<file path="src/sv/mdss_ram.sv">
module mdss_ram #(
   parameter int WIDTH = 8,
   parameter int DEPTH = 64,
   localparam int AW = (DEPTH > 1) ? $clog2(DEPTH) : 1
) (
   input  logic             clock,
   input  logic             wr_en,
   input  logic [AW-1:0]    wr_addr,
   input  logic [WIDTH-1:0] wr_data,
   input  logic [AW-1:0]    rd_addr,
   output logic [WIDTH-1:0] rd_data
);

   logic [WIDTH-1:0] mem_ff [DEPTH];
   logic [WIDTH-1:0] rd_data_ff;

   always_ff @(posedge clock) begin
      if (wr_en) begin
         mem_ff[wr_addr] <= wr_data;
      end
      rd_data_ff <= mem_ff[rd_addr];
   end

   assign rd_data = rd_data_ff;

endmodule

</file>
<file path="config.mk">
export PLATFORM = sky130hd
export DESIGN_NAME = mdss_ram
export DESIGN_NICKNAME = d
export VERILOG_FILES = /design/src/sv/mdss_ram.sv
export SDC_FILE = /design/constraint.sdc
export NUM_CORES = 1
export LEC_CHECK = 0
export BUFFER_PORTS_ARGS = -buffer_cell sky130_fd_sc_hd__buf_2
export CELL_PAD_IN_SITES_DETAIL_PLACEMENT = 1
export CELL_PAD_IN_SITES_GLOBAL_PLACEMENT = 1
export CORE_AREA = 2 2 244 246
export CTS_BUF_LIST = sky130_fd_sc_hd__clkbuf_2 sky130_fd_sc_hd__clkbuf_4 sky130_fd_sc_hd__clkbuf_8
export CTS_CLUSTER_SIZE = 10
export DETAILED_ROUTE_END_ITERATION = 16
export DIE_AREA = 0 0 246 248
export GPL_ROUTABILITY_DRIVEN = 0
export GPL_TIMING_DRIVEN = 0
export HOLD_SLACK_MARGIN = 0.12
export PLACE_DENSITY_LB_ADDON = 0.1
export SYNTH_ARGS = -nofsm -noshare
export SYNTH_HDL_FRONTEND = slang
export SYNTH_SLANG_ARGS = --single-unit
</file>
<file path="constraint.sdc">
create_clock -name clock -period 3.2 [get_ports clock]
set_input_delay 0.16 -clock clock [delete_from_list [all_inputs] [get_ports clock]]
set_output_delay 0.16 -clock clock [all_outputs]
set_load 0.02 [all_outputs]
</file>
**Word-level counts from Yosys, hierarchy flattened**

Memories as Yosys holds them, arrays and structs flattened. A register that Yosys moved wholly into a read port is not among the register bits.
Cells that the tools add are included.

- Multiplexer cells: 2

Operator list:

| operator | number |
|---|---|
| $mux 1 | 2 |

- Register bits: 0
- Bits in writable memories: 512
- Input bits: 22
- Output and inout bits: 8
- Word-level logic and storage cells: 3
- Memories kept: 1

Memory list:

| memory | depth | bits a word | rd ports | clocked after Yosys merged registers in | wr ports | RTL line | text |
|---|---|---|---|---|---|---|---|
| mem_ff | 64 | 8 | 1 | 1 | 1 | 14 | `logic [WIDTH-1:0] mem_ff [DEPTH];` |

**Depth between registers and ports, before layout**

Gate-level depths: netlist (run 1).

- Word-level depth: 2
- Mapped depth: 9
- Depth with buffers taken out: 5

**Worst setup path before layout (run 1)**

No wires, ideal clock.

- Path type: input port to flip-flop
- Start point: input port rd_addr[1]
- End point: register rd_data_ff[3], in the netlist rd_data[3], read port of mem_ff
- Library setup time: 0.128 ns
- Arrival: 1.700 ns
- Data required time: 3.072 ns
- Slack: 1.372 ns
- Cell stages on the path: 7
- Path buffers: 3
- Path through: buf_4 > buf_2 > buf_2 > mux4_2 > mux4_2 > o21ai_1 > o41ai_1

RTL lines:

| element | RTL line | text |
|---|---|---|
| start, declared | 10 | `input logic [AW-1:0] rd_addr,` |
| end, declared | 15 | `logic [WIDTH-1:0] rd_data_ff;` |

==> results of run 1 <==
layer usage:
layer | GRT usage, % | up-vias | routed length (um)
met5 | 0 | - | 13
met4 | 6.95 | 2 | 1460
met3 | 3.31 | 88 | 2480
met2 | 30.1 | 244 | 26600
met1 | 27.4 | 5403 | 26900
li1 | - | 4172 | -
per-stage QoR:
stage	instances	setup TNS, ns
4_1_cts	1892	0
6_report	1897	0
3_5_place_dp	1734	-0.489
5_1_grt	1896	0
2_1_floorplan	940	0
3_3_place_gp	1734	-0.550
final cells by class:
class / instances / area share (%)
multi-input cells: 369 / 18.8
diodes: 2 / 0.0218
clock inverters: 39 / 0.829
clock buffers: 118 / 6.29
flip-flops and latches: 520 / 67.7
repair buffers: 25 / 0.709
well taps: 773 / 4.22
plain buffers: 51 / 1.38
worst max-delay path, delay by kind of cell:
family                 cells  cell delay, ns
buffers and inverters      4            1.84
AO/OA/AOI/OAI              3            1.11
power groups by stage:
stage	Combinational, W	Clock, W	Sequential (W)
floorplan	0.000402	0	0.00771
global placement	0.000816	0	0.00770
detailed placement	0.000825	0	0.00770
CTS	0.000826	0.00585	0.00756
global route	0.000868	0.00612	0.00756
finish	0.000816	0.00568	0.00756
kinds of logic after synthesis:
group                  count (synthesis)  share of synthesized area (%)
buffers and inverters                 51                           1.57
DFF                                  520                           77.0
AOI/OAI and AO/OA                     54                           2.07
and+or+nand+nor                      153                           3.39
muxes                                162                           15.9
path summary, 6_finish.rpt:
| path | start | endpoint | slack [ns] | depth (start not counted) |
|---|---|---|---|---|
| max reg2reg | mem_ff[1][3]$_DFFE_PP_ | rd_data[3]$_DFF_P_ | 0.96 | 4 |
| min | wr_data[3] | mem_ff[17][3]$_DFFE_PP_ | 0.12 | 1 |
| max | rd_addr[2] | rd_data[3]$_DFF_P_ | 0.56 | 7 |
| min reg2reg | mem_ff[7][7]$_DFFE_PP_ | rd_data[7]$_DFF_P_ | 1.00 | 4 |
cell usage in the layout, fill, tap and decap left out, types with 4 or more instances in the layout:
| master | count |
|---|---|
| sky130_fd_sc_hd__a211oi_1 | 4 |
| sky130_fd_sc_hd__a221oi_1 | 6 |
| sky130_fd_sc_hd__buf_1 | 4 |
| sky130_fd_sc_hd__buf_2 | 29 |
| sky130_fd_sc_hd__buf_4 | 16 |
| sky130_fd_sc_hd__buf_6 | 4 |
| sky130_fd_sc_hd__clkbuf_1 | 17 |
| sky130_fd_sc_hd__clkbuf_4 | 29 |
| sky130_fd_sc_hd__clkbuf_8 | 89 |
| sky130_fd_sc_hd__clkinv_1 | 26 |
| sky130_fd_sc_hd__clkinv_2 | 11 |
| sky130_fd_sc_hd__dfxtp_1 | 8 |
| sky130_fd_sc_hd__edfxtp_1 | 512 |
| sky130_fd_sc_hd__mux2_2 | 13 |
| sky130_fd_sc_hd__mux2i_1 | 23 |
| sky130_fd_sc_hd__mux4_2 | 126 |
| sky130_fd_sc_hd__nand2_1 | 19 |
| sky130_fd_sc_hd__nand2b_1 | 7 |
| sky130_fd_sc_hd__nand3_1 | 13 |
| sky130_fd_sc_hd__nor2_1 | 83 |
| sky130_fd_sc_hd__nor2b_1 | 14 |
| sky130_fd_sc_hd__nor3_1 | 7 |
| sky130_fd_sc_hd__o221ai_1 | 8 |
| sky130_fd_sc_hd__o22ai_1 | 8 |
flip-flops by register name, summed over array words and instances (netlist names):
| name | cells |
|---|---|
| mem_ff | 512 |
| rd_data | 8 |
what timing repair did:
item / 4_1_cts / 5_1_grt
hold endpoints to repair: 3 / 19
endpoints found under the setup margin: 0 / 0
hold buffers: 1 / 2
==> insert_results.sql, run 1 <==
INSERT INTO impl_metrics (metric_group, metric, value, unit) VALUES
('run_status', 'status', 'complete, no violations', ''),
('place', 'placed_area', '0.0212', 'sq mm'),
('floorplanning', 'die_y', '248', 'um'),
('job', 'max-cap-violations', '0', ''),
('synth', 'synth_most_common_cell', 'sky130_fd_sc_hd__edfxtp_1', ''),
('clocking', 'cts_resized', '0', ''),
('place', 'detailed_place_hpwl', '35.9', 'mm'),
('cells_and_area', 'seqCellArea', '0.0155', 'sq mm'),
('synth', 'number_of_cells_produced_by_synthesis', '940', ''),
('timing', 'fin_crit_sh', '82.4', '%'),
('timing', 'final.min_clock_period', '2.64', 'ns'),
('setup_path', 'timing.critical_path.required', '3.68', 'ns'),
('drt', 'antenna_left', '0', ''),
('cells_and_area', 'multiInputGateArea', '0.00432', 'sq mm'),
('synth', 'synth_ff_type', 'sky130_fd_sc_hd__edfxtp_1', ''),
('setup_path', 'critPathMaxStageDelay', '0.75', 'ns'),
('drt', 'drt-total-wl', '57.4', 'mm'),
('synth', 'yosys-top-cells-area', 'sky130_fd_sc_hd__edfxtp_1, sky130_fd_sc_hd__mux4_2, sky130_fd_sc_hd__nor2_1, sky130_fd_sc_hd__mux2i_1, sky130_fd_sc_hd__dfxtp_1', ''),
('timing', 'maxClockFrequency', '0.379', 'GHz'),
('power_and_ir_drop', 'power.share.switching', '23.1', '%'),
('synth', 'synthesis.yosys.warnings', '0', ''),
('drt', 'drtPass1Iterations', '5', ''),
('cells_and_area', 'fin_nets', '1076', ''),
('cells_and_area', 'fillers', '5596', ''),
('place', 'detailedPlace.worstSlack', '-0.208', 'ns'),
('synth', 'asyncSetResetFlopFracSynth', '0', '%'),
('clocking', 'htreeDepth', '3', ''),
('clocking', 'cts_made_buffers', '87', ''),
('setup_path', 'critical_path.slowest_cell', 'sky130_fd_sc_hd__clkbuf_1', ''),
('drt', 'drt-wirelength-per-cell', '30.3', 'um'),
('global_route', 'largest_net_degree_at_the_start_of_global_routing', '65', ''),
('clocking', 'clock_pin_slew_worst_setup_and_hold_paths', '0.06', 'ns'),
('global_route', 'first_global_vias', '10700', ''),
('synth', 'synth_edf_count', '512', ''),
('timing', 'grt_setup_unrepaired', 'false', ''),
('timing', 'finalSetupViolCount', '0', ''),
('synth', 'synth.largest_area_cell', 'sky130_fd_sc_hd__edfxtp_1', ''),
('timing', 'finalWorstSetupSlack', '0.562', 'ns'),
('power_and_ir_drop', 'p_leak', '7.10', 'nW'),
('power_and_ir_drop', 'power.total', '0.0141', 'W'),
('floorplanning', 'fp.coreArea', '0.0585', 'sq mm'),
('clocking', 'clk-insertion-delay-late', '0.67', 'ns'),
('floorplanning', 'num_rows', '89', ''),
('drt', 'drt-vias-per-instance', '5.22', ''),
('timing', 'worst_hold_check_slack', '0.115', 'ns'),
('cells_and_area', 'fin_area', '0.0229', 'sq mm'),
('power_and_ir_drop', 'power.clock.fraction', '40.4', '%'),
('hold_path', 'hold_class', 'in -> reg', ''),
('clocking', 'cts_setup_buffers', '0', ''),
('floorplanning', 'fp.dieW', '246', 'um'),
('setup_path', 'crit_arrival', '3.12', 'ns'),
('synth', 'mappedNetlistNets', '962', ''),
('global_route', 'track_usage', '19.3', '%'),
('timing', 'finalHoldViolCount', '0', ''),
('setup_path', 'critical-path-top-cell-by-count', 'sky130_fd_sc_hd__buf_2', ''),
('setup_path', 'cp-start-kind', 'primary input', ''),
('power_and_ir_drop', 'cell_internal_power', '0.0108', 'W'),
('global_route', 'antenna_found_initial', '4', ''),
('synth', 'ys_top_cells_by_count', 'sky130_fd_sc_hd__edfxtp_1, sky130_fd_sc_hd__mux4_2, sky130_fd_sc_hd__nor2_1, sky130_fd_sc_hd__mux2i_1, sky130_fd_sc_hd__nand2_1', ''),
('power_and_ir_drop', 'ir_worst_vdd', '0.232', 'mV'),
('global_route', 'globalRoute.totalOverflow', '0', ''),
('drt', 'dr.first_iter.drc_count', '822', ''),
('timing', 'slew_violations', '0', ''),
('drt', 'detail_route.drc_violations', '0', ''),
('floorplanning', 'floorplan.initialDensity', '34.5', '%'),
('floorplanning', 'die-area', '0.0610', 'sq mm'),
('setup_path', 'critPathCaptureType', 'register', ''),
('timing', 'worst_slew_pin_slew', '1.34', 'ns'),
('timing', 'fin_worst_skew', '0.0277', 'ns'),
('synth', 'synth_cell_type_count', '40', ''),
('setup_path', 'timing.critical_path.fanout_max', '10', '');
Note: power is estimated with default switching activity, not from simulation.
==> run 2, diff against run 1 <==
==> constraint.sdc (replaced) <==
create_clock -name clock -period 2.25 [get_ports clock]
set_input_delay 0.1125 -clock clock [delete_from_list [all_inputs] [get_ports clock]]
set_output_delay 0.1125 -clock clock [all_outputs]
set_load 0.02 [all_outputs]
==> run 2 against run 1 <==
Effect of this change: core utilization rose by 0.094 points; combinational power up 43%; routed wire length hardly changed; critical endpoint is now rd_data[4]$_DFF_P_; largest power group unchanged.
==> insert_results.sql, run 2 (synthesized netlist as in run 1, its figures left out) <==
INSERT INTO impl_metrics (metric_group, metric, value, unit) VALUES
('run_status', 'status', 'complete, no violations', ''),
('timing', 'setup_total_negative_slack', '0', 'ns'),
('setup_path', 'timing.critical_path.required', '2.74', 'ns'),
('setup_path', 'setup_crit_end', 'rd_data[4]$_DFF_P_', ''),
('cells_and_area', 'final_common_cell', 'sky130_fd_sc_hd__edfxtp_1', ''),
('setup_path', 'timing.critical_path.fanout_max', '10', ''),
('clocking', 'cts_tree', 'done', ''),
('floorplanning', 'fp.dieW', '246', 'um'),
('setup_path', 'r2r-start', 'mem_ff[21][6]$_DFFE_PP_', ''),
('place', 'placedCellCount', '1734', ''),
('drt', 'antenna_left', '0', ''),
('setup_path', 'crit-reg2reg-capture', 'rd_data[6]$_DFF_P_', ''),
('clocking', 'clock_path_buffers', '3', ''),
('timing', 'final.min_clock_period', '2.24', 'ns'),
('global_route', 'antenna_found_initial', '4', ''),
('power_and_ir_drop', 'cell_internal_power', '0.0154', 'W'),
('clocking', 'htreeDepth', '3', ''),
('clocking', 'clock_pin_slew_worst_setup_and_hold_paths', '0.06', 'ns'),
('floorplanning', 'num_rows', '89', ''),
('global_route', 'grt_pass1_wl', '81.5', 'mm'),
('clocking', 'cts_made_buffers', '87', ''),
('cells_and_area', 'top_register', 'mem_ff', ''),
('global_route', 'met1_usage_grt', '27.4', '%'),
('timing', 'finalSetupViolCount', '0', ''),
('power_and_ir_drop', 'power.share.switching', '23.1', '%'),
('global_route', 'globalRoute.totalOverflow', '0', ''),
('global_route', 'track_usage', '19.3', '%'),
('cells_and_area', 'area_growth', '14.0', '%'),
('drt', 'drtPass1Iterations', '5', ''),
('place', 'placement.io_buffers', '21', ''),
('cells_and_area', 'layout.cells.most_common_list', 'sky130_fd_sc_hd__edfxtp_1, sky130_fd_sc_hd__mux4_2, sky130_fd_sc_hd__clkbuf_8', ''),
('hold_path', 'hold_class', 'in -> reg', ''),
('timing', 'slew_violations', '0', ''),
('cells_and_area', 'drive_above_1_share', '29.4', '%'),
('power_and_ir_drop', 'power.total', '0.0200', 'W'),
('timing', 'fin_worst_skew', '0.0287', 'ns'),
('place', 'placed_area', '0.0212', 'sq mm'),
('floorplanning', 'die_y', '248', 'um'),
('power_and_ir_drop', 'comb_power_share', '5.8', '%'),
('power_and_ir_drop', 'power.density', '870', 'mW/mm^2'),
('clocking', 'cts_sink_cnt', '520', ''),
('power_and_ir_drop', 'ir_worst_vdd', '0.333', 'mV'),
('timing', 'maxClockFrequency', '0.446', 'GHz'),
('cells_and_area', 'fin_cells', '1899', ''),
('floorplanning', 'die-area', '0.0610', 'sq mm'),
('timing', 'finalHoldViolCount', '0', ''),
('place', 'detailed_place_hpwl', '35.9', 'mm'),
('global_route', 'grt_util_met3', '3.31', '%'),
('setup_path', 'crit_arrival', '2.73', 'ns'),
('floorplanning', 'io_pins', '30', ''),
('cells_and_area', 'largest_register_ff_count', '512', ''),
('cells_and_area', 'fin_nets', '1078', ''),
('drt', 'drt-wirelength-per-cell', '30.2', 'um'),
('global_route', 'global_routing_usage_on_met2', '30.1', '%'),
('job', 'max-cap-violations', '0', ''),
('drt', 'detail_route.drc_violations', '0', ''),
('clocking', 'cts_setup_buffers', '0', ''),
('clocking', 'clk-insertion-delay-late', '0.68', 'ns'),
('timing', 'fin_crit_sh', '99.6', '%'),
('hold_path', 'min_delay_path_depth', '3', ''),
('setup_path', 'ff2ff_path_depth', '5', ''),
('setup_path', 'critical_path_class', 'in -> reg', ''),
('clocking', 'clk_root_buffer_cell', 'sky130_fd_sc_hd__clkbuf_8', ''),
('cells_and_area', 'fin_area', '0.0230', 'sq mm'),
('global_route', 'grt.busiest_layer', 'met2', ''),
('floorplanning', 'fp.coreArea', '0.0585', 'sq mm'),
('setup_path', 'crit_path_launch', 'rd_addr[2]', ''),
('timing', 'slew_headroom', '9.73', '%'),
('power_and_ir_drop', 'pwr-share-seq', '53.7', '%'),
('cells_and_area', 'fillers', '5595', ''),
('power_and_ir_drop', 'p_leak', '7.13', 'nW'),
('drt', 'drt-vias-per-instance', '5.22', ''),
('drt', 'dr.first_iter.drc_count', '798', ''),
('drt', 'drt-total-wl', '57.3', 'mm'),
('setup_path', 'critPathCaptureType', 'register', ''),
('power_and_ir_drop', 'net_switching_component_of_the_power', '0.00462', 'W'),
('global_route', 'first_global_vias', '10700', ''),
('global_route', 'largest_net_degree_at_the_start_of_global_routing', '65', ''),
('setup_path', 'r2r_setup_slack', '0.13', 'ns'),
('timing', 'grt_setup_unrepaired', 'false', ''),
('floorplanning', 'floorplan.initialDensity', '34.5', '%'),
('power_and_ir_drop', 'power.clock.fraction', '40.4', '%'),
('timing', 'worst_slew_pin_slew', '1.35', 'ns'),
('setup_path', 'cp-start-kind', 'primary input', ''),
('drt', 'total_vias_in_the_final_route', '9921', '');
==> run 2: changes by cell type in the layout (fill, tap and decap cells not counted) <==
cell,change
sky130_fd_sc_hd__a2111oi_0,-2
sky130_fd_sc_hd__a2111oi_1,+2
sky130_fd_sc_hd__buf_1,-2
sky130_fd_sc_hd__buf_2,-1
sky130_fd_sc_hd__buf_4,+1
sky130_fd_sc_hd__clkbuf_1,-1
sky130_fd_sc_hd__clkbuf_2,+2
sky130_fd_sc_hd__clkdlybuf4s15_2,+1
sky130_fd_sc_hd__dlygate4sd3_1,+2
sky130_fd_sc_hd__nand3_1,-1
sky130_fd_sc_hd__nand3_2,+1
sky130_fd_sc_hd__o41ai_1,-2
sky130_fd_sc_hd__o41ai_2,+2
==> run 2: critical path: stages <==
cell	delay (ns)
sky130_fd_sc_hd__buf_2	0.20
sky130_fd_sc_hd__buf_4	0.28
sky130_fd_sc_hd__clkbuf_1	0.82
sky130_fd_sc_hd__mux4_2	0.43
sky130_fd_sc_hd__mux2i_1	0.50
sky130_fd_sc_hd__nand2_1	0.11
sky130_fd_sc_hd__nand3_1	0.10
sky130_fd_sc_hd__o32ai_1	0.16
==> run 2: power groups by stage <==
stage	clock network [W]	registers, W	logic, W
detailed placement	0	0.0110	0.00117
global route	0.00870	0.0107	0.00124
finish	0.00808	0.0107	0.00117
global placement	0	0.0109	0.00116
CTS	0.00832	0.0108	0.00118
floorplan	0	0.0110	0.000571
==> run 2: worst min path at each step <==
| stage | from | endpoint | slack [ns] |
|---|---|---|---|
| final | wr_addr[0] | mem_ff[49][0]$_DFFE_PP_ | 0.17 |
| after global routing | rd_addr[4] | rd_data[5]$_DFF_P_ | 0.22 |
| after CTS | wr_addr[0] | mem_ff[49][0]$_DFFE_PP_ | 0.13 |
| after detailed placement | rd_data[7]$_DFF_P_ | rd_data[7] | 0.53 |
| after global placement | rd_data[3]$_DFF_P_ | rd_data[3] | 0.53 |
| after floorplan | wr_data[0] | mem_ff[0][0]$_DFFE_PP_ | 0.21 |
==> run 2: through the flow <==
step                hold WS (ns)  setup WS (ns)  util, %
floorplan                  0.211          0.470        -
finish                     0.166        0.00993     39.3
detailed placement         0.530          -1.11     36.3
global route               0.222         0.0128     39.3
CTS                        0.133         0.0155     39.2
global placement           0.530          -1.12     36.3
==> run 2: final cells by class <==
type	instances	area (sq um)	share of cell area [%]
flip-flops and latches	520	15500	67.6
repair buffers	27	183	0.795
plain buffers	51	329	1.43
diodes	2	5.00	0.0218
multi-input cells	369	4340	18.9
well taps	773	967	4.21
clock inverters	39	190	0.827
clock buffers	118	1440	6.28
==> run 2: repair_timing <==
action,4_1_cts,5_1_grt
hold endpoints to repair,3,155
resized for setup,6,4
setup endpoints to repair,5,5
hold buffers,1,4
==> run 2: per-layer routing <==
metal  share of wire, %  vias to the layer above
li1                   -                     4177
met1                 47                     5393
met4                2.6                        2
met2                 46                      258
met5              0.023                        -
met3                4.5                       91
