## src/sv/mdss_pkg.sv

```systemverilog
package mdss_pkg;

   // Largest graph the block is built for by default.
   localparam int DEF_MAX_NODES = 64;

   // Node counts, degrees, depths and cover counts all fit 0..64.
   localparam int CNT_W  = 7;
   // Degree sum of the whole graph, up to 64 * 64.
   localparam int REM_W  = 13;
   // Endpoint field width on the request channel.
   localparam int NODE_W = 6;

   localparam logic MODE_EDGE  = 1'b0;
   localparam logic MODE_SOLVE = 1'b1;

   localparam logic             CSR_IDX_NODE_COUNT = 1'b0;
   localparam logic [CNT_W-1:0] NODE_COUNT_RESET   = 7'd64;

   // Branch phase of one search frame.
   localparam logic [1:0] PH_INCLUDE = 2'd0;
   localparam logic [1:0] PH_EXCLUDE = 2'd1;
   localparam logic [1:0] PH_POP     = 2'd2;

   typedef struct packed {
      logic             busy;
      logic             done;
      logic [CNT_W-1:0] count;
   } pc_status_type;

endpackage

```

## src/sv/mdss_popcnt.sv

```systemverilog
module mdss_popcnt #(
   parameter int WIDTH = 64
) (
   input  logic                       clock,
   input  logic                       reset,
   input  logic                       start,
   input  logic [WIDTH-1:0]           vec,
   output mdss_pkg::pc_status_type    status
);
   import mdss_pkg::*;

   localparam int STEPS = (WIDTH + 7) / 8;
   localparam int SH_W  = STEPS * 8;
   localparam int SW    = $clog2(STEPS + 1);

   logic [SH_W-1:0]  sh_ff, sh_in;
   logic [SW-1:0]    step_ff, step_in;
   logic [CNT_W-1:0] acc_ff, acc_in;
   logic             done_ff, done_in;
   logic [3:0]       chunk_cnt;

   // Count one byte of the word per cycle.
   always_comb begin
      chunk_cnt = 4'd0;
      for (int k = 0; k < 8; k++) begin
         chunk_cnt = chunk_cnt + 4'(sh_ff[k]);
      end
   end

   always_comb begin
      sh_in   = sh_ff;
      step_in = step_ff;
      acc_in  = acc_ff;
      done_in = 1'b0;
      if (start) begin
         sh_in   = SH_W'(vec);
         step_in = SW'(STEPS);
         acc_in  = '0;
      end else if (step_ff != '0) begin
         sh_in   = sh_ff >> 8;
         step_in = step_ff - SW'(1);
         acc_in  = acc_ff + CNT_W'(chunk_cnt);
         done_in = (step_ff == SW'(1));
      end
   end

   always_ff @(posedge clock) begin
      if (reset) begin
         step_ff <= '0;
         done_ff <= 1'b0;
      end else begin
         step_ff <= step_in;
         done_ff <= done_in;
      end
      sh_ff  <= sh_in;
      acc_ff <= acc_in;
   end

   assign status.busy  = (step_ff != '0);
   assign status.done  = done_ff;
   assign status.count = acc_ff;

endmodule

```

## config.mk

```make
export PLATFORM = sky130hd
export DESIGN_NAME = mdss_popcnt
export DESIGN_NICKNAME = d
export VERILOG_FILES = /design/src/sv/mdss_pkg.sv /design/src/sv/mdss_popcnt.sv
export SDC_FILE = /design/constraint.sdc
export NUM_CORES = 1
export LEC_CHECK = 0
export BUFFER_PORTS_ARGS = -buffer_cell sky130_fd_sc_hd__buf_2
export CAP_MARGIN = 20
export CORE_MARGIN = 4
export CORE_UTILIZATION = 35
export DETAILED_ROUTE_END_ITERATION = 16
export GPL_TIMING_DRIVEN = 0
export REMOVE_ABC_BUFFERS = 1
export SETUP_SLACK_MARGIN = 0.3
export SYNTH_ARGS = -nofsm -noshare
export SYNTH_HDL_FRONTEND = slang
export SYNTH_SLANG_ARGS = --single-unit
```

## constraint.sdc

```tcl
create_clock -name clock -period 8.1 [get_ports clock]
set_clock_uncertainty 0.2 [all_clocks]
set_input_delay 0.405 -clock clock [delete_from_list [all_inputs] [get_ports clock]]
set_output_delay 0.405 -clock clock [all_outputs]
set_load 0.02 [all_outputs]
```

After elaboration in Yosys (flattened, before gate mapping)
Index checks and enable logic that the tools add are counted.
{"block": "totals", "word_cells": 24, "register_bits": 76, "out_inout_bits": 9, "input_bits": 67}
{"block": "op_classes", "addsub": 9, "n_reduce_logical": 4, "eq_ne": 1, "bitwise_logic": 1, "muxes": 4}
{"cell": "64-bit 2-to-1 mux", "count": 2}
{"cell": "4-bit by 1-bit adder with 4-bit output", "count": 4}
{"cell": "4-bit 2-to-1 mux", "count": 2}
{"cell": "7-bit by 4-bit adder with 7-bit output", "count": 1}
{"cell": "3-bit by 1-bit adder with 4-bit output", "count": 1}
{"cell": "4-bit by 1-bit equality test with 1-bit output, second input constant", "count": 1}
{"cell": "4-bit nonzero test", "count": 1}
{"cell": "4-bit by 1-bit subtractor with 4-bit output, second input constant", "count": 1}
{"cell": "2-bit by 1-bit adder with 3-bit output", "count": 1}
{"cell": "3-bit OR reduction", "count": 1}
{"cell": "1-bit by 1-bit adder with 2-bit output", "count": 1}
{"cell": "2-bit nonzero test", "count": 1}
{"cell": "2-bit OR reduction", "count": 1}
{"cell": "1-bit inverter", "count": 1}

Logic depth before layout (Yosys ltp)
Gate-level depths: netlist of the first run.
{"block": "logic_depth", "ltp_word": 8, "mapped_depth": 11, "mapped_depth_nobuf": 11}

Least setup slack after synthesis of the first run
No wires, ideal clock.
{"block": "synth_timing", "path_kind": "reg-to-reg", "start": "register sh_ff[0]", "end": "register acc_ff[6]", "path_stages_with_launch": 12, "required_time_ns": 7.779, "slack_ns": 4.719, "arrival_time_ns": 3.060, "synth_period_minus_slack_ns": 3.381, "setup_time_ns": 0.121, "n_path_buf": 0, "path_cell_list": "edfxtp_1 > fa_1 > inv_1 > fa_1 > fa_1 > fa_1 > inv_1 > fa_1 > nand3_1 > nand2_1 > nand4_1 > mux2_2"}
{"block": "synth_between", "elab_chain_cells": 8}
{"element": "start, declared", "line": "mdss_popcnt.sv:16", "source": "logic [SH_W-1:0] sh_ff, sh_in;"}
{"element": "start signal, assigned", "line": "mdss_popcnt.sv:55", "source": "sh_ff <= sh_in;"}
{"element": "1-bit by 1-bit adder with 2-bit output", "line": "mdss_popcnt.sv:26", "source": "chunk_cnt = chunk_cnt + 4'(sh_ff[k]);"}
{"element": "2-bit by 1-bit adder with 3-bit output", "line": "mdss_popcnt.sv:26"}
{"element": "3-bit by 1-bit adder with 4-bit output", "line": "mdss_popcnt.sv:26"}
{"element": "4-bit by 1-bit adder with 4-bit output (4 in series)", "line": "mdss_popcnt.sv:26"}
{"element": "7-bit by 4-bit adder with 7-bit output", "line": "mdss_popcnt.sv:42", "source": "acc_in = acc_ff + CNT_W'(chunk_cnt);"}
{"element": "end signal, assigned", "line": "mdss_popcnt.sv:56", "source": "acc_ff <= acc_in;"}
{"element": "end, declared", "line": "mdss_popcnt.sv:18", "source": "logic [CNT_W-1:0] acc_ff, acc_in;"}
Every way passes these cells.
A chain may end at the register's enable or synchronous reset.

Worst setup path after layout of the first run
Ends and elaborated chain as after synthesis.

==> results of run 1 <==
## area by class of cell
class	count	area share [%]
clock buffer	9	2.96
clock inverter	7	2.09
inverter	14	1.32
multi-input combinational	126	28.9
sequential	76	51.7
tap	133	3.98
timing repair buffer	75	9.03
## cells by family after synthesis
logic type,Yosys count
XOR/XNOR,3
AO/OA/AOI/OAI,15
flip-flops,76
AND/OR/NAND/NOR,37
multiplexers,58
adder cells (fa/ha/maj),13
buffers and inverters,24
## metal layers
layer,global-route usage [%],up-vias
li1,-,985
met1,11.9,940
met2,16.7,56
met3,5.76,7
met4,3.16,2
met5,0,-
## power by group
| part | internal (W) | total (W) | leakage [nW] | switching, W |
|---|---|---|---|---|
| Sequential | 0.000513 | 0.000538 | 0.761 | 0.0000252 |
| Clock | 0.000151 | 0.000310 | 0.109 | 0.000159 |
| Combinational | 0.000130 | 0.000273 | 0.836 | 0.000142 |
## path summary, 6_finish.rpt
| check | startpoint | to | slack, ns |
|---|---|---|---|
| worst max-delay path | sh_ff[0] | acc_ff[6] | 4.54 |
| worst min-delay path | reset | step_ff[1] | 0.1 |
| worst max register to register | sh_ff[0] | acc_ff[6] | 4.54 |
| worst min register to register | acc_ff[1] | acc_ff[1] | 0.27 |
## synthesized netlist by cell type
cell type   n
mux2_2     57
inv_1      13
xnor2_1     3
buf_4       1
nor3_1      3
nand3b_1    1
buf_2       7
a2111oi_2   1
nor2_1      9
mux2i_1     1
clkbuf_1    2
o31ai_1     1
o21ai_0     2
nand4_1     1
a211oi_1    2
inv_4       1
o311ai_0    1
o21a_1      2
nand2_1     5
and2_1      8
nand3_1     2
fa_1        5
a311oi_1    1
a21oi_1     4
o311ai_1    1
ha_1        8
dfxtp_1    12
nor3b_4     1
nand4bb_1   1
nor3b_1     1
nor2b_1     3
edfxtp_1   64
nand4b_1    1
and4b_1     1
## flip-flops by register name (all words and copies together) (netlist names)
register and cells:
sh_ff 64, acc_ff 7, step_ff 4, done_ff 1
## cell usage in the layout, fill, tap and decap left out, types with 4 or more instances in the layout
cell type,synthesis,routed
inv_6,0,4
a21oi_1,4,4
dfxtp_1,12,12
ha_1,8,8
fa_1,5,5
clkbuf_8,0,9
inv_1,13,13
nand2_1,5,4
nor2_1,9,9
buf_2,7,74
and2_1,8,8
mux2_2,57,57
edfxtp_1,64,64
## through the flow
stage	area (um2)	std cells
global placement	3960	424
global route	4180	440
finish	4180	440
floorplan	3420	216
detailed placement	3970	424
CTS	4180	440
==> reports/metrics.csv, run 1 <==
stage,metric,value,unit
synthesis,synth.distinct_cells,34,
setup_path,worstSetupEndpointType,flop,
route,wirelength,5850,um
placed_design,place_congestion,0.782,
placed_design,hpwl,3790,um
setup_path,crit_family,adder cells,
pwr,p_total,0.00112,W
finish,ff_latch_area,2160,um2
timing,hold_violations,0,
timing,setup_tns,0,ns
synthesis,synth_top_cell_area_share,55.4,%
timing,setup_viol,0,
floorplanning,rows,36,
timing,maxSlewViolCount,0,
pwr,p_per_area,268,nW/um2
synthesis,yosysTopAreaCell,edfxtp_1,
finish,multiInputGateArea,1210,um2
timing,rsz0062_at_grt,false,
finish,fillers,952,
floorplanning,io_pins,76,
synthesis,synth_seq_area_share,62.3,%
setup_path,crit_fanout,2,
synthesis,syn_area,3470,um2
route,antenna_left,0,
grt,track_usage,10.4,%
route,drt-met1-wl,2490,um
hold_path,min_path_cells,2,
pwr,vdd_ir_drop_max,0.137,mV
clocking,htree_num_levels,3,
finish,diodes,0,
synthesis,synth_compound_area_share,3.14,%
floorplanning,coreArea,9730,um2
clocking,cts_num_sinks,76,
timing,max_freq,281,MHz
synthesis,synthAdderAreaFrac,5.77,%
grt,grt_pass1_wl,9290,um
grt,antenna_found_initial,1,
clocking,cts_tree,built,
setup_path,slowest_stage,fa_1,
synthesis,synth_top_family_by_area,multiplexers,
timing,tightest_slew,0.912,ns
placed_design,port_buffers,75,
clocking,clk_pin_slew,0.09,ns
placed_design,dp_slack,4.53,ns
synthesis,synth_xor_area_share,0.757,%
clocking,cts_hold_buf,0,
route,drtIter0Drc,40,
grt,grt_overflow_total,0,
hold_path,min_path_type,in2reg,
clocking,numCtsBuffers,9,
timing,finalCritPeriodShare,44.0,%
floorplanning,chipWidth,108,um
grt,grt_max_degree,79,
setup_path,path_buf_inv,2,
synthesis,syn_avg_cell_area,15.4,um2
route,vias_per_cell,4.52,
synthesis,synth_mux_area_share,18.8,%
clocking,clk-insertion-delay-late,0.34,ns
clocking,cts_root_buffer,clkbuf_8,
synthesis,yosys_warnings,0,
finish,fin_util,43.0,%
timing,slew_headroom,39.2,%
setup_path,max_stage_delay,0.54,ns
floorplanning,dieHeight,108,um
route,highest_layer,met5,
clocking,ctsResizeCount,0,
setup_path,crit_type,reg2reg,
route,dr.pass1.iters,4,
setup_path,crit_chain,"fa_1, inv_1, fa_1, fa_1, fa_1, inv_1, fa_1, nand3_1, nand2_1, nand4_1, mux2_2",
route,num_vias,1990,
synthesis,synth_seq_cells,76,
grt,grt_pass1_vias,2040,
synthesis,synth_area_leaders,"edfxtp_1 (55%), mux2_2 (18%), dfxtp_1 (6.9%)",
setup_path,start_kind,flop,
pwr,power_leakage,1.71,nW
finish,areaGrowthSynthToFinish,20.5,%
flow_run,maxCapViolCount,0,
route,drc,0,
route,wl_met3,485,um
timing,worst_slack,4.54,ns
finish,layout.nets,382,
synthesis,synth_cells,226,
synthesis,synth-simple-area-share,6.24,%
route,met2WireLength,2820,um
timing,hold-worst-slack,0.0967,ns
setup_path,crit_cells,11,
setup_path,path_common_cell,fa_1,
setup_path,rr_worst_depth,11,
clocking,cts_setup_buffers,0,
setup_path,required,8.14,ns
timing,fin_crit,3.56,ns
floorplanning,start_util,35.7,%
finish,drive_above_1_share,49.5,%
route,routedWlPerCell,13.3,um
setup_path,cp.arrival,3.60,ns
outcome,outcome,"complete, no violations",
clocking,clockBufferDepth,2,
floorplanning,dieArea,11600,um2
Power figures use the tool's default switching activity.
==> inputs of run 2 (changes only) <==
--- a/config.mk
+++ b/config.mk
@@ -5,6 +5,7 @@
 export SDC_FILE = /design/constraint.sdc
 export NUM_CORES = 1
 export LEC_CHECK = 0
+export ABC_AREA = 1
 export BUFFER_PORTS_ARGS = -buffer_cell sky130_fd_sc_hd__buf_2
 export CAP_MARGIN = 20
 export CORE_MARGIN = 4
==> constraint.sdc (replaced) <==
create_clock -name clock -period 3.36 [get_ports clock]
set_clock_uncertainty 0.2 [all_clocks]
set_input_delay 0.168 -clock clock [delete_from_list [all_inputs] [get_ports clock]]
set_output_delay 0.168 -clock clock [all_outputs]
set_load 0.02 [all_outputs]
==> run 2 against run 1 <==
- final area is 17% higher
- routed wire length is 23% higher
- fmax is 7.9% higher
- total power grew to 2.5 times the previous value
- cell count is 45% higher
- critical path type unchanged
- highest routed layer is now met4
==> reports/metrics.csv, run 2 <==
stage,metric,value,unit,change
finish,layout.nets,580,,+52%
setup_path,r2r-start,sh_ff[0],,
route,antenna_left,0,,unchanged
setup_path,crit_type,reg2reg,,
setup_path,required,3.41,ns,-4.73 ns
finish,drive_above_1_share,22.6,%,-27 points
route,vias_per_cell,4.26,,-5.7%
synthesis,synth_cells,359,,+59%
clocking,cts_tree,built,,
grt,grt_pass1_vias,2757,,+35%
setup_path,crit_fanout,2,,unchanged
finish,fillers,919,,-3.5%
clocking,cts_num_sinks,76,,unchanged
timing,fin_crit,3.30,ns,-0.260 ns
route,met2WireLength,3570,um,+27%
floorplanning,dieHeight,108,um,about the same
grt,grt_pass1_wl,12000,um,+30%
route,wirelength,7220,um,+23%
grt,track_usage,13.3,%,+2.8 points
synthesis,synth_seq_area_share,62.2,%,about the same
route,drt-met1-wl,3160,um,+27%
route,highest_layer,met4,,
timing,rsz0062_at_grt,true,,
timing,hold_violations,0,,unchanged
finish,diodes,0,,unchanged
finish,largest-register,sh_ff,,
route,drc,0,,unchanged
finish,areaGrowthSynthToFinish,41.0,%,
pwr,vdd_ir_drop_max,0.288,mV,+110%
timing,finalCritPeriodShare,98.3,%,+54 points
hold_path,hold_end,sh_ff[59],,
synthesis,synth.distinct_cells,23,,-32%
route,drtIter0Drc,95,,+140%
timing,tightest_slew,0.861,ns,-0.0503 ns
finish,mostFrequentLayoutCell,nand2_1,,
route,wl_met3,364,um,-25%
floorplanning,dieArea,11600,um2,about the same
clocking,clockBufferDepth,2,,unchanged
outcome,outcome,"complete, no violations",,
placed_design,port_buffers,75,,unchanged
synthesis,synthTopCellsByCount,"nand2_1 (191), edfxtp_1 (64), inv_1 (23)",,
floorplanning,rows,36,,unchanged
setup_path,start_kind,flop,,
grt,antenna_found_initial,0,,-1
clocking,clk_pin_slew,0.08,ns,about the same
placed_design,hpwl,4010,um,+5.7%
timing,max_freq,303,MHz,+7.9%
synthesis,synth_area_leaders,"edfxtp_1 (55%), nand2_1 (21%), dfxtp_1 (6.9%)",,
synthesis,yosys_warnings,0,,unchanged
clocking,numCtsBuffers,9,,unchanged
timing,worst_slack,0.0571,ns,-4.48 ns
pwr,p_total,0.00282,W,+150%
setup_path,reg2reg_to,acc_ff[6],,
hold_path,min_path_type,in2reg,,
synthesis,synth_top_cell_area_share,55.3,%,about the same
setup_path,rr_worst_depth,13,,+2
hold_path,min_path_cells,3,,+1
timing,setup_viol,0,,unchanged
hold_path,hp-start,start,,
synthesis,synthFlopType,edfxtp_1,,
timing,maxSlewViolCount,0,,unchanged
floorplanning,io_pins,76,,unchanged
placed_design,dp_slack,-0.0740,ns,-4.61 ns
finish,reg_top3,"sh_ff: 64 flops, acc_ff: 7 flops, step_ff: 4 flops",,
pwr,power_leakage,2.36,nW,+38%
synthesis,yosysMostFrequentCell,nand2_1,,
setup_path,reg2reg_setup_slack,0.06,ns,-4.48 ns
route,num_vias,2721,,+37%
synthesis,syn_avg_cell_area,9.68,um2,-37%
floorplanning,start_util,35.7,%,about the same
synthesis,async_flop_share,0,%,unchanged
clocking,clk-insertion-delay-late,0.34,ns,about the same
floorplanning,chipWidth,108,um,about the same
route,dr.pass1.iters,4,,unchanged
synthesis,yosysTopAreaCell,edfxtp_1,,
finish,largest_reg_flops,64,,unchanged
finish,final_cell_mix,"nand2_1 (186), buf_2 (75), dlygate4sd3_1 (65)",,
pwr,p_per_area,576,nW/um2,+120%
floorplanning,coreArea,9730,um2,unchanged
clocking,cts_root_buffer,clkbuf_8,,
grt,grt_max_degree,66,,-16%
grt,grt_overflow_total,0,,unchanged
synthesis,synth_seq_cells,76,,unchanged
timing,slew_headroom,42.6,%,+3.4 points
flow_run,maxCapViolCount,0,,unchanged
setup_path,worstSetupEndpointType,flop,,
setup_path,cp.arrival,3.35,ns,-0.25 ns
synthesis,synth_edf_count,64,,unchanged
route,routedWlPerCell,11.3,um,-15%
placed_design,place_congestion,0.823,,+5.3%
clocking,htree_num_levels,3,,unchanged
synthesis,syn_area,3470,um2,about the same
[run 2: changes by cell type after synthesis, moves of 3 or more]
cell | previous run | this run
nand2_1 | 5 | 191
mux2_2 | 57 | 0
inv_1 | 13 | 23
and2_1 | 8 | 0
nand3_1 | 2 | 8
buf_4 | 1 | 6
inv_2 | 0 | 4
a21oi_1 | 4 | 7
nor2b_1 | 3 | 0
nor3_1 | 3 | 0
o21ai_0 | 2 | 5
[run 2: cell type report]
| type | count | area [um2] | share of cell area [%] |
|---|---|---|---|
| timing repair buffer | 145 | 1090 | 22.3 |
| clock inverter | 4 | 73.8 | 1.51 |
| multi-input combinational | 241 | 1170 | 23.8 |
| clock buffer | 12 | 135 | 2.76 |
| inverter | 27 | 101 | 2.07 |
| sequential | 76 | 2160 | 44.1 |
| tap | 133 | 166 | 3.40 |
[run 2: stage by stage]
stage	std cells	setup TNS, ns	util, %	hold WS (ns)	instance area (um2)
2_1_floorplan	344	0	-	0.0857	3380
3_3_place_gp	552	-100.24	40.3	0.223	3920
3_5_place_dp	553	-0.116	40.6	0.228	3950
4_1_cts	636	-0.0739	49.8	0.237	4850
5_1_grt	638	-0.139	50.3	0.290	4900
6_report	638	0	50.3	0.242	4900
[run 2: worst max-delay path, cell delays in order, from the launching register on]
cell	delay, ns
edfxtp_1	0.40
fa_1	0.55
inv_1	0.05
fa_1	0.51
fa_1	0.44
fa_2	0.35
inv_2	0.07
fa_2	0.21
nand3_2	0.08
nand3_2	0.09
nor2b_4	0.14
nand2_1	0.05
nand2_1	0.05
nor2_1	0.04
[run 2: how the worst max path moves through the flow]
| stage | from | end | slack [ns] | cells after the start |
|---|---|---|---|---|
| CTS | sh_ff[0] | acc_ff[6] | -0.04 | 13 |
| finish | sh_ff[0] | acc_ff[6] | 0.06 | 13 |
| detailed placement | sh_ff[0] | acc_ff[6] | -0.07 | 13 |
| global placement | start | sh_ff[59] | -1.55 | 3 |
| floorplan | sh_ff[0] | acc_ff[6] | 0.12 | 13 |
| global route | sh_ff[0] | acc_ff[6] | -0.08 | 13 |
[run 2: timing repair]
| item | CTS | global route |
|---|---|---|
| setup endpoints to repair | 6 | 6 |
| buffers inserted | 2 | 1 |
| endpoints found under the hold margin | 69 | 0 |
| resized for setup | 7 | 8 |
| pin swaps | 7 | 4 |
| hold buffers | 65 | 0 |
[run 2: layer usage]
metal | vias to the layer above | track usage, %
met5 | - | 0
met4 | 0 | 5.95
met3 | 13 | 3.48
met2 | 71 | 23.2
met1 | 1213 | 15.1
li1 | 1424 | -
[run 2: cells by family after synthesis]
group	Yosys count	synth area share [%]
and+or+nand+nor	211	23.6
adders and majority gates	13	5.76
xor gates and xnor gates	1	0.252
AOI/OAI and AO/OA	16	2.41
DFF	76	62.2
buffers and inverters	42	5.69
[run 2: power by group]
part	total [W]	internal (W)	switching, W	leakage [nW]
clock	0.000754	0.000420	0.000334	0.105
combinational	0.000801	0.000376	0.000425	1.48
sequential	0.00127	0.00122	0.0000490	0.773
==> inputs of run 3 (changes only) <==
--- a/config.mk
+++ b/config.mk
@@ -5,9 +5,8 @@
 export SDC_FILE = /design/constraint.sdc
 export NUM_CORES = 1
 export LEC_CHECK = 0
-export ABC_AREA = 1
+export ABC_AREA = 0
 export BUFFER_PORTS_ARGS = -buffer_cell sky130_fd_sc_hd__buf_2
-export CAP_MARGIN = 20
 export CORE_MARGIN = 4
 export CORE_UTILIZATION = 35
 export DETAILED_ROUTE_END_ITERATION = 16
==> run 3 against run 2 <==
- the run now ends with setup timing left
- hold slack better by 0.011 ns
- via count shrank 16%
- sequential share of layout area is 0.19 points lower
- final area grew 0.43%
- critical endpoint unchanged
- largest power group unchanged
- highest routed layer unchanged
==> reports/metrics.csv, run 3 (synthesized netlist as in run 1, its figures left out) <==
stage,metric,value,unit,change
finish,final_cell_mix,"buf_2 (74), dlygate4sd3_1 (65), edfxtp_1 (64)",,
setup_path,start_kind,flop,,
clocking,cts_num_sinks,76,,unchanged
grt,antenna_found_initial,0,,unchanged
floorplanning,chipWidth,108,um,about the same
setup_path,required,3.40,ns,about the same
clocking,cts_tree,built,,
floorplanning,dieArea,11600,um2,about the same
pwr,power_leakage,2.01,nW,-15%
placed_design,port_buffers,75,,unchanged
timing,tightest_slew,0.924,ns,+0.0621 ns
finish,reg_top3,"sh_ff: 64 flops, acc_ff: 7 flops, step_ff: 4 flops",,
finish,layout.nets,453,,-22%
timing,worst_slack,-0.132,ns,-0.189 ns
clocking,clk-insertion-delay-late,0.35,ns,about the same
timing,setup_viol,4,,+4
setup_path,crit_chain,"fa_1, inv_1, fa_1, fa_1, fa_2, inv_2, fa_2, nand3_2, nand2_1, nand4_1, mux2_2",,
grt,track_usage,12.2,%,-1.0 points
setup_path,crit_fanout,2,,unchanged
outcome,outcome,"complete, but fails checks",,
floorplanning,io_pins,76,,unchanged
route,wirelength,6700,um,-7.2%
clocking,htree_num_levels,3,,unchanged
route,num_vias,2278,,-16%
placed_design,place_congestion,0.782,,-5.0%
finish,drive_above_1_share,43.7,%,+21 points
flow_run,maxCapViolCount,0,,unchanged
grt,grt_overflow_total,0,,unchanged
clocking,numCtsBuffers,9,,unchanged
route,vias_per_cell,4.46,,+4.5%
setup_path,crit_type,reg2reg,,
setup_path,max_stage_delay,0.54,ns,about the same
finish,largest-register,sh_ff,,
grt,grt_max_degree,79,,+20%
clocking,clk_pin_slew,0.09,ns,about the same
route,dr.pass1.iters,4,,unchanged
timing,fin_crit,3.49,ns,+0.189 ns
setup_path,worstSetupEndpointType,flop,,
floorplanning,rows,36,,unchanged
setup_path,path_common_cell,fa_1,,
setup_path,reg2reg_setup_slack,-0.13,ns,-0.19 ns
setup_path,slowest_stage,fa_1,,
pwr,vdd_ir_drop_max,0.307,mV,+6.7%
finish,diodes,0,,unchanged
floorplanning,dieHeight,108,um,about the same
finish,fillers,886,,-3.6%
route,antenna_left,0,,unchanged
outcome,violations,setup timing,,
timing,finalCritPeriodShare,104,%,+5.6 points
placed_design,hpwl,3790,um,-5.4%
route,drtIter0Drc,51,,-46%
floorplanning,start_util,35.7,%,about the same
route,routedWlPerCell,13.1,um,+16%
timing,setup_tns,-0.421,ns,-0.421 ns
timing,hold_violations,0,,unchanged
floorplanning,coreArea,9730,um2,unchanged
timing,max_freq,286,MHz,-5.4%
hold_path,min_path_type,in2reg,,
grt,grt_pass1_vias,2381,,-14%
clocking,clockBufferDepth,2,,unchanged
timing,maxSlewViolCount,0,,unchanged
timing,rsz0062_at_grt,true,,
finish,mostFrequentLayoutCell,buf_2,,
grt,grt_pass1_wl,11100,um,-7.6%
clocking,cts_root_buffer,clkbuf_8,,
placed_design,place_area,3970,um2,+0.67%
timing,slew_headroom,38.4,%,-4.1 points
finish,largest_reg_flops,64,,unchanged
finish,stdcell_area,4920,um2,+0.43%
finish,areaGrowthSynthToFinish,41.7,%,
route,drc,0,,unchanged
pwr,p_per_area,602,nW/um2,+4.4%
setup_path,cp.arrival,3.53,ns,+0.18 ns
==> run 3: changes by cell type in the layout (fill, tap and decap cells not counted), sizes merged, moves of 3 or more <==
cell and delta:
a21oi -3, clkbuf -3, mux2 +57, nor3 +3
and2 +8, nand2 -186, nand3 -7, inv -7
o21ai -5
==> run 3: worst max-delay path, delay by kind of cell (launching register included) <==
kind,cells,cell delay [ns]
fa+ha+maj,5,2.10
buf+inv,2,0.09
flops,1,0.40
mux,1,0.33
simple gates,3,0.26
==> run 3: final cells by class <==
class,instances,area (um2),area share [%]
Inverter,14,55.1,1.12
Multi-Input combinational cell,126,1250,25.3
Timing Repair Buffer,146,1080,21.9
Tap cell,133,166,3.38
Clock inverter,7,87.6,1.78
Clock buffer,9,124,2.52
Sequential cell,76,2160,44.0
==> run 3: report_power, final <==
part           switching, W  leakage (nW)  total (W)  internal (W)
clock network      0.000386         0.109   0.000750      0.000364
registers         0.0000621         0.761    0.00130       0.00124
logic              0.000422          1.14   0.000910      0.000488
total              0.000870          2.01    0.00296       0.00209
==> run 3: per-stage QoR <==
| stage | worst slack, ns | hold slack, ns | std cells | utilization, % | power (W) |
|---|---|---|---|---|---|
| floorplan | -0.0206 | 0.0369 | 216 | - | 0.00179 |
| global placement | -1.21 | 0.216 | 424 | 40.7 | 0.00197 |
| detailed placement | -0.208 | 0.227 | 424 | 40.8 | 0.00200 |
| CTS | -0.141 | 0.241 | 508 | 50.3 | 0.00296 |
| global route | -0.255 | 0.267 | 511 | 50.6 | 0.00315 |
| finish | -0.132 | 0.254 | 511 | 50.6 | 0.00296 |
==> run 3: path summary, 6_finish.rpt <==
path / startpoint / end / depth (start not counted)
max: sh_ff[0] / acc_ff[6] / 11
min: start / acc_ff[4] / 2
max reg2reg: sh_ff[0] / acc_ff[6] / 11
min reg2reg: acc_ff[1] / acc_ff[1] / 2
==> run 3: repair_timing <==
action                     in CTS  in global routing
hold buffers                   65                  0
pin swaps                       6                  2
resized for setup              11                  0
hold endpoints to repair       68                  0
setup buffers                   3                  3
setup endpoints to repair       6                  6
==> run 3: layer usage <==
metal | routed length (um) | GRT usage [%]
met1 | 2780 | 14.6
met2 | 3470 | 20.6
met3 | 399 | 4.74
met4 | 53 | 3.16
met5 | 0 | 0
